<file path="config.mk">
export PLATFORM = sky130hd
export DESIGN_NAME = rain_aware_rack_mode_controller_unit
export DESIGN_NICKNAME = d
export VERILOG_FILES = /design/src/rarmc_pkg.sv /design/src/rain_aware_rack_mode_controller_unit.sv /design/src/rarmc_pass.sv /design/src/rarmc_core.sv
export SDC_FILE = /design/constraint.sdc
export NUM_CORES = 1
export LEC_CHECK = 0
export ABC_AREA = 1
export BUFFER_PORTS_ARGS = -buffer_cell sky130_fd_sc_hd__buf_4
export CAP_MARGIN = 0
export CORE_ASPECT_RATIO = 0.6
export CORE_MARGIN = 2
export CORE_UTILIZATION = 60
export DETAILED_ROUTE_END_ITERATION = 6
export PLACE_DENSITY = 0.81
export SETUP_SLACK_MARGIN = 0.15
export SYNTH_ARGS = -nofsm -noshare
export SYNTH_HDL_FRONTEND = slang
export SYNTH_SLANG_ARGS = --single-unit
</file>
<file path="constraint.sdc">
create_clock -name clk_i -period 7.2 [get_ports clk_i]
set_input_delay 0 -clock clk_i [delete_from_list [all_inputs] [get_ports clk_i]]
set_output_delay 0 -clock clk_i [all_outputs]
set_load 0.01 [all_outputs]
</file>
<file path="src/rarmc_pkg.sv">
// rarmc_pkg: types and codes shared by the rack mode controller
// request and result payload structs, controller state, key and serial codes
// no dependencies
`default_nettype none

package rarmc_pkg;

  localparam logic [4:0] KEY_NONE      = 5'd0;
  localparam logic [4:0] KEY_DIGIT_MAX = 5'd10;
  localparam logic [4:0] KEY_START     = 5'd11;
  localparam logic [4:0] KEY_CONFIRM   = 5'd12;
  localparam logic [4:0] KEY_MODE      = 5'd13;
  localparam logic [4:0] KEY_ACTION    = 5'd14;

  localparam logic [7:0] SER_NONE    = 8'h00;
  localparam logic [7:0] SER_ACTION  = 8'h01;
  localparam logic [7:0] SER_MODE    = 8'h02;
  localparam logic [7:0] SER_START   = 8'h03;
  localparam logic [7:0] SER_CONFIRM = 8'h04;

  localparam logic [7:0] VALUE_MAX = 8'd255;

  typedef struct packed {
    logic [4:0] key_code;
    logic       serial_valid;
    logic [7:0] serial_byte;
    logic       voice_select;
    logic       voice_mode;
    logic       voice_action;
    logic       rain_pin;
    logic [7:0] light_level;
  } item_t;

  typedef struct packed {
    logic       mode_out;
    logic       drive_withdraw;
    logic [7:0] threshold_out;
    logic       store_write;
    logic [7:0] press_total;
    logic       voice_active;
    logic       is_night;
    logic       entry_open;
  } result_t;

  typedef struct packed {
    logic       manual_mode;
    logic       withdraw_action;
    logic       entry_enabled;
    logic [1:0] digit_count;
    logic [7:0] entry_value;
    logic [7:0] stored_threshold;
    logic [7:0] press_counter;
    logic [2:0] pending_serial_cmd;
  } state_t;

endpackage

`default_nettype wire

</file>
<file path="src/rain_aware_rack_mode_controller_unit.sv">
// rain_aware_rack_mode_controller_unit: top level of the rack mode controller
// Usage:
//   in channel  : in_valid_i / in_stall_o, payload in_data_i (item_t), one control
//                 pass per request
//   out channel : out_valid_o / out_stall_i, payload out_data_o (result_t), one
//                 result per request, in request order
//   a request lands in an input register, the pass logic runs between it and the
//   result register, and the controller state updates as the result is written
//   throughput: one request per cycle while the receiver does not stall, set by the single state register update
//   when the receiver stalls, the result register holds and the input register
//   still takes one more request; in_stall_o rises only when both are full
//   reset: mode auto, action extend, entry closed, threshold and press count
//   zero, no pending serial command, both registers empty
// depends on rarmc_pkg and rarmc_core
`default_nettype none

module rain_aware_rack_mode_controller_unit import rarmc_pkg::*; #(
  parameter int unsigned MaxDigits = 2
) (
  input  logic    clk_i,
  input  logic    rst_ni,
  input  logic    in_valid_i,
  output logic    in_stall_o,
  input  item_t   in_data_i,
  output logic    out_valid_o,
  input  logic    out_stall_i,
  output result_t out_data_o
);

  logic    s1_valid_q;
  item_t   s1_item_q;
  logic    out_valid_q;
  result_t out_data_q;
  result_t pass_res;
  logic    advance;

  assign advance    = s1_valid_q && (!out_valid_q || !out_stall_i);
  assign in_stall_o = s1_valid_q && !advance;

  rarmc_core #(
    .MaxDigits(MaxDigits)
  ) u_core (
    .clk_i   (clk_i),
    .rst_ni  (rst_ni),
    .accept_i(advance),
    .item_i  (s1_item_q),
    .result_o(pass_res)
  );

  always_ff @(posedge clk_i or negedge rst_ni) begin
    if (!rst_ni) begin
      s1_valid_q  <= 1'b0;
      out_valid_q <= 1'b0;
    end else begin
      if (in_valid_i && !in_stall_o) begin
        s1_valid_q <= 1'b1;
      end else if (advance) begin
        s1_valid_q <= 1'b0;
      end
      if (advance) begin
        out_valid_q <= 1'b1;
      end else if (!out_stall_i) begin
        out_valid_q <= 1'b0;
      end
    end
  end

  always_ff @(posedge clk_i) begin
    if (in_valid_i && !in_stall_o) begin
      s1_item_q <= in_data_i;
    end
    if (advance) begin
      out_data_q <= pass_res;
    end
  end

  assign out_valid_o = out_valid_q;
  assign out_data_o  = out_data_q;

  a_advance_fills: assert property (@(posedge clk_i) disable iff (!rst_ni)
    advance |=> out_valid_o)
    else $error("result lost after advance");

  a_stall_full: assert property (@(posedge clk_i) disable iff (!rst_ni)
    in_stall_o |-> (s1_valid_q && out_valid_q && out_stall_i))
    else $error("input stalled with room free");

endmodule

`default_nettype wire

</file>
<file path="src/rarmc_pass.sv">
// rarmc_pass: combinational logic of one control pass
// maps the current controller state and one request to next state and result
// depends on rarmc_pkg
`default_nettype none

module rarmc_pass import rarmc_pkg::*; #(
  parameter int unsigned MaxDigits = 2
) (
  input  state_t  state_i,
  input  item_t   item_i,
  output state_t  state_o,
  output result_t result_o
);

  localparam logic [1:0] MaxDigitsW = MaxDigits[1:0];

  logic [3:0]  digit;
  logic [11:0] acc;
  logic [7:0]  acc_sat;
  logic        serial_hit;
  logic        ser_store;
  logic        key_store;

  assign digit = (item_i.key_code == KEY_DIGIT_MAX) ? 4'd0 : item_i.key_code[3:0];
  assign acc = ({4'b0, state_i.entry_value} << 3) + ({4'b0, state_i.entry_value} << 1)
             + {8'b0, digit};
  assign acc_sat = (acc > {4'b0, VALUE_MAX}) ? VALUE_MAX : acc[7:0];
  assign serial_hit = item_i.serial_valid && (item_i.serial_byte >= SER_ACTION)
                    && (item_i.serial_byte <= SER_CONFIRM);

  always_comb begin
    state_t st;
    st        = state_i;
    key_store = 1'b0;
    ser_store = 1'b0;

    if (serial_hit) begin
      st.pending_serial_cmd = item_i.serial_byte[2:0];
    end

    if (item_i.key_code != KEY_NONE) begin
      st.press_counter = state_i.press_counter + 8'd1;
      if (item_i.key_code <= KEY_DIGIT_MAX) begin
        if (state_i.entry_enabled && (state_i.digit_count < MaxDigitsW)) begin
          st.entry_value = acc_sat;
          st.digit_count = state_i.digit_count + 2'd1;
        end
      end else if (item_i.key_code == KEY_START) begin
        st.entry_enabled = 1'b1;
        st.digit_count   = 2'd0;
        st.entry_value   = 8'd0;
      end else if (item_i.key_code == KEY_CONFIRM) begin
        st.stored_threshold = st.entry_value;
        st.entry_enabled    = 1'b0;
        st.digit_count      = MaxDigitsW;
        key_store           = 1'b1;
      end else if (item_i.key_code == KEY_MODE) begin
        if (!item_i.voice_select) begin
          st.manual_mode = ~st.manual_mode;
        end
      end else if (item_i.key_code == KEY_ACTION) begin
        st.manual_mode     = 1'b1;
        st.withdraw_action = ~st.withdraw_action;
      end
    end

    if (item_i.voice_select) begin
      st.manual_mode     = item_i.voice_mode;
      st.withdraw_action = item_i.voice_action;
    end else begin
      case ({5'b0, st.pending_serial_cmd})
        SER_ACTION: begin
          st.manual_mode     = 1'b1;
          st.withdraw_action = ~st.withdraw_action;
        end
        SER_MODE: begin
          st.manual_mode = ~st.manual_mode;
        end
        SER_START: begin
          st.entry_enabled = 1'b1;
          st.digit_count   = 2'd0;
          st.entry_value   = 8'd0;
        end
        SER_CONFIRM: begin
          st.stored_threshold = st.entry_value;
          st.entry_enabled    = 1'b0;
          st.digit_count      = MaxDigitsW;
          ser_store           = 1'b1;
        end
        default: begin
        end
      endcase
      st.pending_serial_cmd = SER_NONE[2:0];
    end

    // auto rule, then rain forces withdraw
    if (!st.manual_mode) begin
      st.withdraw_action = !((item_i.light_level > st.stored_threshold) && item_i.rain_pin);
    end
    if (!item_i.rain_pin) begin
      st.withdraw_action = 1'b1;
    end

    state_o                 = st;
    result_o.mode_out       = st.manual_mode;
    result_o.drive_withdraw = st.withdraw_action;
    result_o.threshold_out  = st.stored_threshold;
    result_o.store_write    = key_store || ser_store;
    result_o.press_total    = st.press_counter;
    result_o.voice_active   = item_i.voice_select;
    result_o.is_night       = item_i.light_level < st.stored_threshold;
    result_o.entry_open     = st.entry_enabled;
  end

endmodule

`default_nettype wire

</file>
<file path="src/rarmc_core.sv">
// rarmc_core: controller state register around the pass logic
// state advances once for each request that moves to the result register
// depends on rarmc_pkg and rarmc_pass
`default_nettype none

module rarmc_core import rarmc_pkg::*; #(
  parameter int unsigned MaxDigits = 2
) (
  input  logic    clk_i,
  input  logic    rst_ni,
  input  logic    accept_i,
  input  item_t   item_i,
  output result_t result_o
);

  state_t state_q;
  state_t state_d;

  rarmc_pass #(
    .MaxDigits(MaxDigits)
  ) u_pass (
    .state_i (state_q),
    .item_i  (item_i),
    .state_o (state_d),
    .result_o(result_o)
  );

  always_ff @(posedge clk_i or negedge rst_ni) begin
    if (!rst_ni) begin
      state_q <= '0;
    end else if (accept_i) begin
      state_q <= state_d;
    end
  end

  a_press_count: assert property (@(posedge clk_i) disable iff (!rst_ni)
    accept_i |=> state_q.press_counter == $past(state_q.press_counter)
                 + {7'b0, $past(item_i.key_code) != KEY_NONE})
    else $error("press counter step wrong");

  a_threshold_hold: assert property (@(posedge clk_i) disable iff (!rst_ni)
    (accept_i && !result_o.store_write) |=>
      state_q.stored_threshold == $past(state_q.stored_threshold))
    else $error("threshold changed without confirm");

endmodule

`default_nettype wire

</file>
==> parameters.txt, run 1 <==
Parameter                              Value

Timing
  Total count of hold-check failures in the final report    0
  Period utilization    0.6365
  Number of pins with negative max-slew slack in the final report    0
  Fmax    ~220 MHz
  Final setup viols    0
  Setup repair after global routing missed its margin    false
  Largest clock skew in the final design    0.005809 ns
  Worst slew margin relative to its limit    0.3143
  Final period demand of the worst path    4.583 ns
  Tightest Pin Transition    about 1.0 ns
  Aggregate negative setup slack    0 ns

Critical path
  Worst reg2reg path endpoint    u_core.state_q[30]
  Arrival time of data at the critical path endpoint    4.81 ns
  Worst Reg2Reg Path Length in Cells    29
  End point of the critical path    u_core.state_q[30]
  Most Frequent Cell on Critical Path    nand2_1
  Largest fanout of any net on the critical path    5
  Origin of the critical flop-to-flop path    s1_item_q[21]
  Launch point of the worst path    s1_item_q[21]
  Longest individual stage delay on the worst path    0.51 ns
  Req. time, crit path    7.43 ns
  Category of the worst setup path launch point    flip-flop
  Critical path's slowest cell    fa_1
  Critical path type    reg2reg
  Reg2Reg Setup Slack    between 2 and 3 ns
  Kind of capture point of the worst setup path    flip-flop

Layout
  Fraction of layout instances using a drive strength above 1    0.2797
  Count of inserted antenna diode cells    0
  Syn-to-layout area delta    21.87%
  Final Net Count    641
  Most common cell after layout, fill and taps aside    nand2_1
  Most frequent cells in the layout    nand2_1 (125), buf_4 (54), inv_1 (53)

Logic synthesis
  Sequential-to-total area share from yosys stat    0.4793
  Number of synthesized register bits    82
  Mapped Nets    around 560
  Count of distinct cell types in the synthesized netlist    51
  Post-synthesis average cell area    9.564 um2
  Gate count after technology mapping    500
  Netlist area before placement    4782 um2
  Yosys warning total    0

Clocking
  Clock slew seen by the registers of the worst setup and hold paths    0.06 ns
  Number of sinks driven by the clock tree    82
  CTS Root Cell    clkbuf_16
  Clock latency on the worst-skew pair    about 0.34 ns
  CTS-repair resized insts    0
  Buffer levels on the longest clock path    2
  Number of buffers added to fix hold violations after cts    29
  Post-CTS setup-driven buffer insertion count    0
  CTS tree    yes
  H-tree depth reported by CTS    3
  TritonCTS Buffers    9

Routing
  Detailed-route via count    3,699
  DRC errors left    0
  Final wirelength    10,060 um
  Iteration-0 DRC count of the detailed router    233
  Vias/cell    5.299
  Detailed-routing iteration count for the pre-antenna-repair pass    6
  Post-DRT Antenna Nets    0
  Detail-routed net length per standard cell    14.41 um

Outcome
  Result of the run    complete, no violations

Floorplan
  Chip width    119.3 um
  Floorplan Core Area    7789 um2
  Die height    between 70 and 80 um
  FP Rows    25
  IO Count    54
  Initial core utilization    0.6140
  Full die area    a little under 9000 um2

Placed design
  Half-perimeter wire length of the detailed placement result    7142 um
  I/O Buffers    53
  Global placer's final weighted congestion    0.9123

Pwr
  Leak pwr    2.751 nW
  Max IR drop VDD    175.7 uV
  Post-layout total power    2.106 mW
  Cell area power density    361.4 nW/um2

Worst hold path
  Class of the worst hold path    in2async

Job
  Reported max-cap violation count    0

Global routing
  Vias in the first global route    around 3,500
  Sum of overflow across all layers after global routing    0
  Overall global routing resource usage    0.2454
  Largest net degree at the start of global routing    42
  Wire length of the first global-routing pass    between 15,000 and 20,000 um
  Number of antenna violations at the first check in global routing    0
[logic make-up (layout without fill, tap and decap cells)]
logic type,after synthesis,after routing,synth area share
flops,82,82,0.4793
simple gates,230,230,0.2572
fa+ha+maj,26,26,0.07117
xor+xnor,11,11,0.02015
mux,2,2,0.004971
buf+inv,81,171,0.07012
compound gates,68,68,0.09707
[state kept, by name (all words and copies together), names as in the netlist]
signal and count:
out_data_o 22, out_valid_o 1, s1_item_q 26, s1_valid_q 1
u_core.state_q 32
[final cells by class]
cell class | instances | area, um2
timing repair buffer | 83 | 695.7
tap | 108 | 135.1
clock buffer | 11 | 242.7
inverter | 72 | 277.8
sequential | 82 | 2292
multi-input combinational | 337 | 2155
clock inverter | 5 | 30.03
fill | 538 | 1961
[how the worst min path moves through the flow]
| stage | depth (start not counted) | from | endpoint | slack [ns] |
|---|---|---|---|---|
| 6_report | 2 | rst_ni | u_core.state_q[15] | 0.16 |
| 5_1_grt | 2 | rst_ni | u_core.state_q[15] | 0.18 |
| 4_1_cts | 2 | rst_ni | u_core.state_q[23] | 0.16 |
| 3_5_place_dp | 1 | rst_ni | u_core.state_q[23] | -0.02 |
| 3_3_place_gp | 1 | rst_ni | u_core.state_q[23] | -0.02 |
| 2_1_floorplan | 0 | rst_ni | out_valid_o | -0.30 |
[through the flow]
step,hold slack (ns),worst slack (ns),utilization,instance area (um2),std cells
6_report,0.1564,2.617,0.7483,5828,698
5_1_grt,0.1800,2.239,0.7483,5828,698
4_1_cts,0.1623,2.703,0.7483,5828,698
3_5_place_dp,-0.02093,2.725,0.6760,5265,653
3_3_place_gp,-0.01660,2.902,0.6760,5265,653
2_1_floorplan,-0.2956,3.197,-,4782,500
[metal layers]
metal / GRT usage / vias up / wire (um)
met5: 0 / - / 0
met4: 0.07275 / 0 / 121
met3: 0.07031 / 11 / 639
met2: 0.4151 / 124 / 4897
met1: 0.3128 / 1738 / 4401
li1: - / 1826 / -
[where the power goes]
| part | total (mW) | internal (mW) | leakage, nW | switching (mW) |
|---|---|---|---|---|
| Sequential | 0.727 | 0.640 | 0.900 | 0.0861 |
| Combinational | 0.963 | 0.370 | 1.72 | 0.593 |
| Clock | 0.417 | 0.241 | 0.131 | 0.176 |
[cells in the mapped netlist (all sizes together)]
library cell / count / area share
a21oi: 21 / 0.024
a22oi: 2 / 0.0042
a31oi: 1 / 0.0013
buf: 4 / 0.0081
clkbuf: 5 / 0.0039
clkinv: 2 / 0.0026
dfrtp: 34 / 0.18
edfxtp: 48 / 0.30
fa: 2 / 0.0084
ha: 24 / 0.063
inv: 70 / 0.055
mux2i: 2 / 0.0050
nand2: 150 / 0.14
nand3: 40 / 0.057
nand3b: 2 / 0.0058
nand4: 4 / 0.013
nor2: 23 / 0.028
nor3: 4 / 0.0063
nor3b: 1 / 0.0016
nor4: 1 / 0.0044
o2111ai: 1 / 0.0018
o211ai: 8 / 0.020
o21ai: 30 / 0.037
o21bai: 1 / 0.0016
o221ai: 1 / 0.0018
o22ai: 3 / 0.0052
or2: 5 / 0.0071
xnor2: 2 / 0.0037
xor2: 9 / 0.016
[critical path, delay by kind of cell, from the launching register on]
kind / cells / cell delay, ns
flip-flops: 1 / 0.41
adder cells (fa/ha/maj): 3 / 1.24
AO/OA/AOI/OAI: 2 / 0.36
AND/OR/NAND/NOR: 21 / 2.16
buffers and inverters: 3 / 0.28
No activity file was read; power rests on OpenSTA's default activity.
==> run 2: changes to the inputs <==
Settings changed: CORE_UTILIZATION 60 to 53, PLACE_DENSITY 0.81 to 0.76.
Clock period 7.2 ns to 4.03 ns, I/O delays scaled along.
==> run 2 against run 1 <==
Clock-buffer cell count grew 1. First-iteration DRC count is 24% higher. Critical path depth fell by 3. Largest power group unchanged. Critical path type unchanged. Sequential power is 80% higher. Die area rose by 13%. Critical endpoint is now out_data_o[1].
==> parameters.txt, run 2 (synthesized netlist as in run 1, its figures left out) <==
Parameter                              Value

Timing
  Min Hold Slack    0.1529 ns
  Period utilization    0.9965
  Tightest Pin Transition    ~1.0 ns
  Worst slew margin relative to its limit    0.3048
  Setup WS post-layout    0.01396 ns
  Aggregate negative setup slack    0 ns
  Total count of hold-check failures in the final report    0
  Fmax    249.0 MHz
  Largest clock skew in the final design    approximately 0.013 ns
  Final setup viols    0
  Number of pins with negative max-slew slack in the final report    0
  Final period demand of the worst path    4.016 ns
  Setup repair after global routing missed its margin    true

Routing
  Final wirelength    11,140 um
  Detail-routed net length per standard cell    15.18 um
  DRC errors left    0
  Vias/cell    approximately 5.3
  Detailed-routing iteration count for the pre-antenna-repair pass    5
  Detailed-route via count    3,892
  Iteration-0 DRC count of the detailed router    a little under 300
  Post-DRT Antenna Nets    0

Clocking
  Number of sinks driven by the clock tree    82
  H-tree depth reported by CTS    3
  Clock slew seen by the registers of the worst setup and hold paths    0.06 ns
  CTS Root Cell    clkbuf_16
  TritonCTS Buffers    9
  CTS tree    yes
  Buffer levels on the longest clock path    2
  Clock latency on the worst-skew pair    0.35 ns

Critical path
  Arrival time of data at the critical path endpoint    4.12 ns
  Largest fanout of any net on the critical path    6
  Req. time, crit path    4.13 ns
  Critical path type    reg2reg
  Category of the worst setup path launch point    flip-flop
  Kind of capture point of the worst setup path    flip-flop

Global routing
  Vias in the first global route    just under 4,000
  Overall global routing resource usage    0.2239
  Sum of overflow across all layers after global routing    0
  Number of antenna violations at the first check in global routing    0
  Wire length of the first global-routing pass    about 18,000 um
  Largest net degree at the start of global routing    35

Placed design
  I/O Buffers    53
  Number of placed instances, taps included    ~670
  Cell Area, Placed    5368 um2
  Half-perimeter wire length of the detailed placement result    about 7300 um
  Placement-stage worst setup slack    -0.1820 ns
  Global placer's final weighted congestion    0.8466

Layout
  Number of filler instances in the final layout    between 500 and 600
  Number of flip-flops under the largest register name    32
  Fin util    0.7345
  Area taken by multi-input logic gates    roughly 2400 um2
  Fraction of layout instances using a drive strength above 1    0.3698
  Final Net Count    673
  Count of inserted antenna diode cells    0
  Most common cell after layout, fill and taps aside    nand2_1
  Cell area after layout    6332 um2
  Largest register by flop count    u_core.state_q
  Syn-to-layout area delta    32.42%
  Most frequent cells in the layout    nand2_1 (116), buf_4 (86), inv_1 (50)
  Non-Filler Instances    734
  Register area    2292 um2

Job
  Reported max-cap violation count    0

Pwr
  Combinational cell fraction of total power    0.500
  Sequential group share of total power    0.305
  Total internal power    about 2.5 mW
  Cell area power density    676.6 nW/um2
  Leak pwr    2.944 nW
  Power spent charging and discharging nets    between 1.5 and 2 mW
  Clock share of power    0.194
  Max IR drop VDD    271.6 uV
  Post-layout total power    around 4.3 mW
  Sw Ratio    0.4136

Floorplan
  Chip width    126.6 um
  Full die area    9823 um2
  FP Rows    26
  Die height    slightly below 80 um
  IO Count    54
  Floorplan Core Area    8621 um2
  Initial core utilization    0.5547

Outcome
  Result of the run    complete, no violations

Worst hold path
  Class of the worst hold path    in2async
-- run 2: cell types whose count changed in the layout (fill, tap and decap cells not counted), moves of 4 or more --
cell	delta
nand3_1	-7
nand2_2	+8
o21ai_4	+4
nand3_2	+6
buf_4	+32
ha_1	-5
nand2_1	-9
ha_4	+4
-- run 2: power by group through the flow --
stage	Combinational (mW)	Sequential [mW]	Clock, mW
3_5_place_dp	1.71	1.31	0
4_1_cts	1.89	1.30	0.841
6_report	2.14	1.31	0.832
5_1_grt	2.37	1.33	0.874
3_3_place_gp	1.64	1.30	0
2_1_floorplan	1.27	1.30	0
-- run 2: worst max-delay path: stages (launching register included) --
cell and delay, ns:
edfxtp_1 0.45, nand2_4 0.12, nor2_4 0.04, buf_4 0.12, nor2_1 0.09, ha_1 0.15
ha_1 0.20, inv_1 0.09, fa_2 0.40, nand3b_1 0.18, nand2_2 0.13, nand3_2 0.09
nand3_2 0.07, nand2_2 0.08, nor2_4 0.15, nand2_4 0.14, o21ai_4 0.19, nand3_2 0.11
nand2_2 0.12, ha_4 0.16, nand2_1 0.08, nor2_2 0.18, nand2_2 0.09, o2111ai_4 0.09
buf_4 0.15, buf_4 0.10, inv_1 0.03
-- run 2: path summary, 6_finish.rpt --
| kind | from | to | slack [ns] | cells after the start |
|---|---|---|---|---|
| min in group clk_i | in_data_i[19] | s1_item_q[19] | 0.37 | 2 |
| min | rst_ni | u_core.state_q[24] | 0.15 | 2 |
| max reg2reg | s1_item_q[24] | out_data_o[1] | 0.01 | 26 |
| max | s1_item_q[24] | out_data_o[1] | 0.01 | 26 |
| min reg2reg | u_core.state_q[16] | u_core.state_q[16] | 0.48 | 2 |
| max in group asynchronous | rst_ni | u_core.state_q[9] | 3.54 | 2 |
-- run 2: cell type report --
cell class | count | area share
Clock buffer | 12 | 0.04406
Clock inverter | 4 | 0.004742
Inverter | 72 | 0.04386
Multi-Input combinational cell | 337 | 0.3754
Sequential cell | 82 | 0.3620
Tap cell | 112 | 0.02213
Timing Repair Buffer | 115 | 0.1478
-- run 2: repair_timing --
| action | in CTS | in global routing |
|---|---|---|
| endpoints found under the setup margin | 3 | 3 |
| buffers inserted | 13 | 8 |
| hold endpoints to repair | 62 | 0 |
| pin swaps | 24 | 23 |
| cloned | 0 | 0 |
| gates resized for setup | 16 | 26 |
| hold buffers | 29 | 0 |
-- run 2: layer usage --
| layer | global-route usage | vias to the layer above | wire [um] |
|---|---|---|---|
| li1 | - | 1893 | - |
| met1 | 0.2981 | 1833 | 4901 |
| met2 | 0.3679 | 141 | 5371 |
| met3 | 0.05172 | 25 | 650 |
| met4 | 0.06813 | 0 | 217 |
| met5 | 0 | - | 0 |
==> run 3: changes to the inputs <==
==> constraint.sdc (replaced) <==
create_clock -name clk_i -period 4.03 [get_ports clk_i]
set_input_delay 0.6045 -clock clk_i [delete_from_list [all_inputs] [get_ports clk_i]]
set_output_delay 0.6045 -clock clk_i [all_outputs]
set_load 0.01 [all_outputs]
==> run 3 against run 2 <==
The flow now finishes with violations (setup timing). Global-route usage shrank 0.65 points. First-iteration DRC count shrank 16%. Register-to-register slack lost 0.02 ns. Clock-buffer cell count is the same. Non-clock buffer count shrank 29. Utilization shrank 3.4 points. Worst hold slack gained 0.064 ns. Via count shrank 2.7%. Critical endpoint is now u_core.state_q[30]. Largest power group unchanged. Highest routed layer unchanged.
==> parameters.txt, run 3 (synthesized netlist as in run 1, its figures left out) <==
Parameter                              Value

Layout
  Final Net Count    between 600 and 700
  Most frequent cells in the layout    nand2_1 (116), buf_4 (86), inv_1 (50)
  Syn-to-layout area delta    26.35%
  Number of flip-flops under the largest register name    32
  Fraction of layout instances using a drive strength above 1    0.3879
  Largest register by flop count    u_core.state_q
  Most common cell after layout, fill and taps aside    nand2_1
  Count of inserted antenna diode cells    0

Timing
  Final setup viols    1
  Number of pins with negative max-slew slack in the final report    0
  Largest clock skew in the final design    0.01115 ns
  Setup WS post-layout    -0.003320 ns
  Fmax    247.9 MHz
  Aggregate negative setup slack    -0.003320 ns
  Tightest Pin Transition    around 1.0 ns
  Worst slew margin relative to its limit    0.3095
  Setup repair after global routing missed its margin    true
  Final period demand of the worst path    4.033 ns
  Period utilization    1.001
  Total count of hold-check failures in the final report    0

Routing
  Detailed-route via count    3,786
  Final wirelength    roughly 11,000 um
  Post-DRT Antenna Nets    0
  Detail-routed net length per standard cell    roughly 15 um
  Detailed-routing iteration count for the pre-antenna-repair pass    7
  Iteration-0 DRC count of the detailed router    244
  DRC errors left    0
  Vias/cell    5.370

Global routing
  Vias in the first global route    3,684
  Largest net degree at the start of global routing    35
  Sum of overflow across all layers after global routing    0
  Wire length of the first global-routing pass    about 17,000 um
  Overall global routing resource usage    0.2175
  Number of antenna violations at the first check in global routing    0

Floorplan
  Full die area    9823 um2
  IO Count    54
  Die height    77.58 um
  FP Rows    26
  Chip width    126.6 um
  Initial core utilization    0.5547
  Floorplan Core Area    8621 um2

Outcome
  Violated checks    setup timing
  Result of the run    complete, but fails checks

Clocking
  Buffer levels on the longest clock path    2
  CTS Root Cell    clkbuf_16
  TritonCTS Buffers    9
  Clock latency on the worst-skew pair    0.34 ns
  Number of sinks driven by the clock tree    82
  H-tree depth reported by CTS    3
  CTS tree    yes
  Clock slew seen by the registers of the worst setup and hold paths    0.07 ns

Critical path
  Largest fanout of any net on the critical path    6
  Kind of capture point of the worst setup path    flip-flop
  Critical path's slowest cell    edfxtp_1
  Req. time, crit path    4.31 ns
  Arrival time of data at the critical path endpoint    4.32 ns
  Critical path type    reg2reg
  Category of the worst setup path launch point    flip-flop
  Longest individual stage delay on the worst path    around 0.45 ns
  Most Frequent Cell on Critical Path    nand3_2

Pwr
  Cell area power density    704.7 nW/um2
  Post-layout total power    4.258 mW
  Leak pwr    2.823 nW
  Max IR drop VDD    288.5 uV

Placed design
  Half-perimeter wire length of the detailed placement result    7299 um
  I/O Buffers    53
  Global placer's final weighted congestion    0.8466

Job
  Reported max-cap violation count    0

Worst hold path
  Class of the worst hold path    in2async
-- run 3: cell type report --
| cell class | count | area (um2) |
|---|---|---|
| timing repair buffer | 86 | 645.6 |
| multi-input combinational | 337 | 2377 |
| fill | 625 | 2579 |
| clock buffer | 12 | 279.0 |
| sequential | 82 | 2292 |
| tap | 112 | 140.1 |
| inverter | 72 | 277.8 |
| clock inverter | 4 | 30.03 |
-- run 3: per-stage QoR --
stage,cells,util,setup WS (ns),hold slack [ns],area (um2)
final,705,0.7009,-0.003320,0.2169,6042
after detailed placement,668,0.6226,-0.1820,0.4696,5368
after global routing,705,0.7009,-0.2099,0.2542,6042
after CTS,697,0.6776,0.08354,0.2271,5842
after floorplan,500,-,0.1514,0.3089,4797
after global placement,668,0.6226,0.03666,0.4649,5368
-- run 3: critical path: cells and delay by family, from the launching register on --
family	cells	cell delay [ns]
flops	1	0.45
buf+inv	2	0.21
fa+ha+maj	4	0.95
compound gates	5	0.67
simple gates	17	1.69
-- run 3: worst paths after layout --
path	end	start	cells past startpoint	slack [ns]
min	u_core.state_q[24]	rst_ni	1	0.22
max in group asynchronous	u_core.state_q[0]	rst_ni	1	3.49
max	u_core.state_q[30]	s1_item_q[24]	28	-0.003
min in group clk_i	s1_item_q[10]	in_data_i[10]	1	0.43
min reg2reg	u_core.state_q[16]	u_core.state_q[16]	2	0.48
max reg2reg	u_core.state_q[30]	s1_item_q[24]	28	-0.003
-- run 3: what timing repair did --
action,in CTS,in global routing
setup buffers,13,8
hold buffers,0,0
gates resized for setup,16,26
pin swaps,24,23
hold endpoints to repair,0,0
endpoints found under the setup margin,3,3
-- run 3: layer usage --
layer,part of all wire,GRT usage,wire (um)
met5,0,0,0
met4,0.014,0.06374,146
met3,0.059,0.04759,640
met2,0.48,0.3545,5179
met1,0.45,0.2945,4792
-- run 3: power breakdown --
| group | internal [mW] | switching, mW |
|---|---|---|
| clock network | 0.495 | 0.337 |
| registers | 1.14 | 0.163 |
| logic | 0.855 | 1.26 |
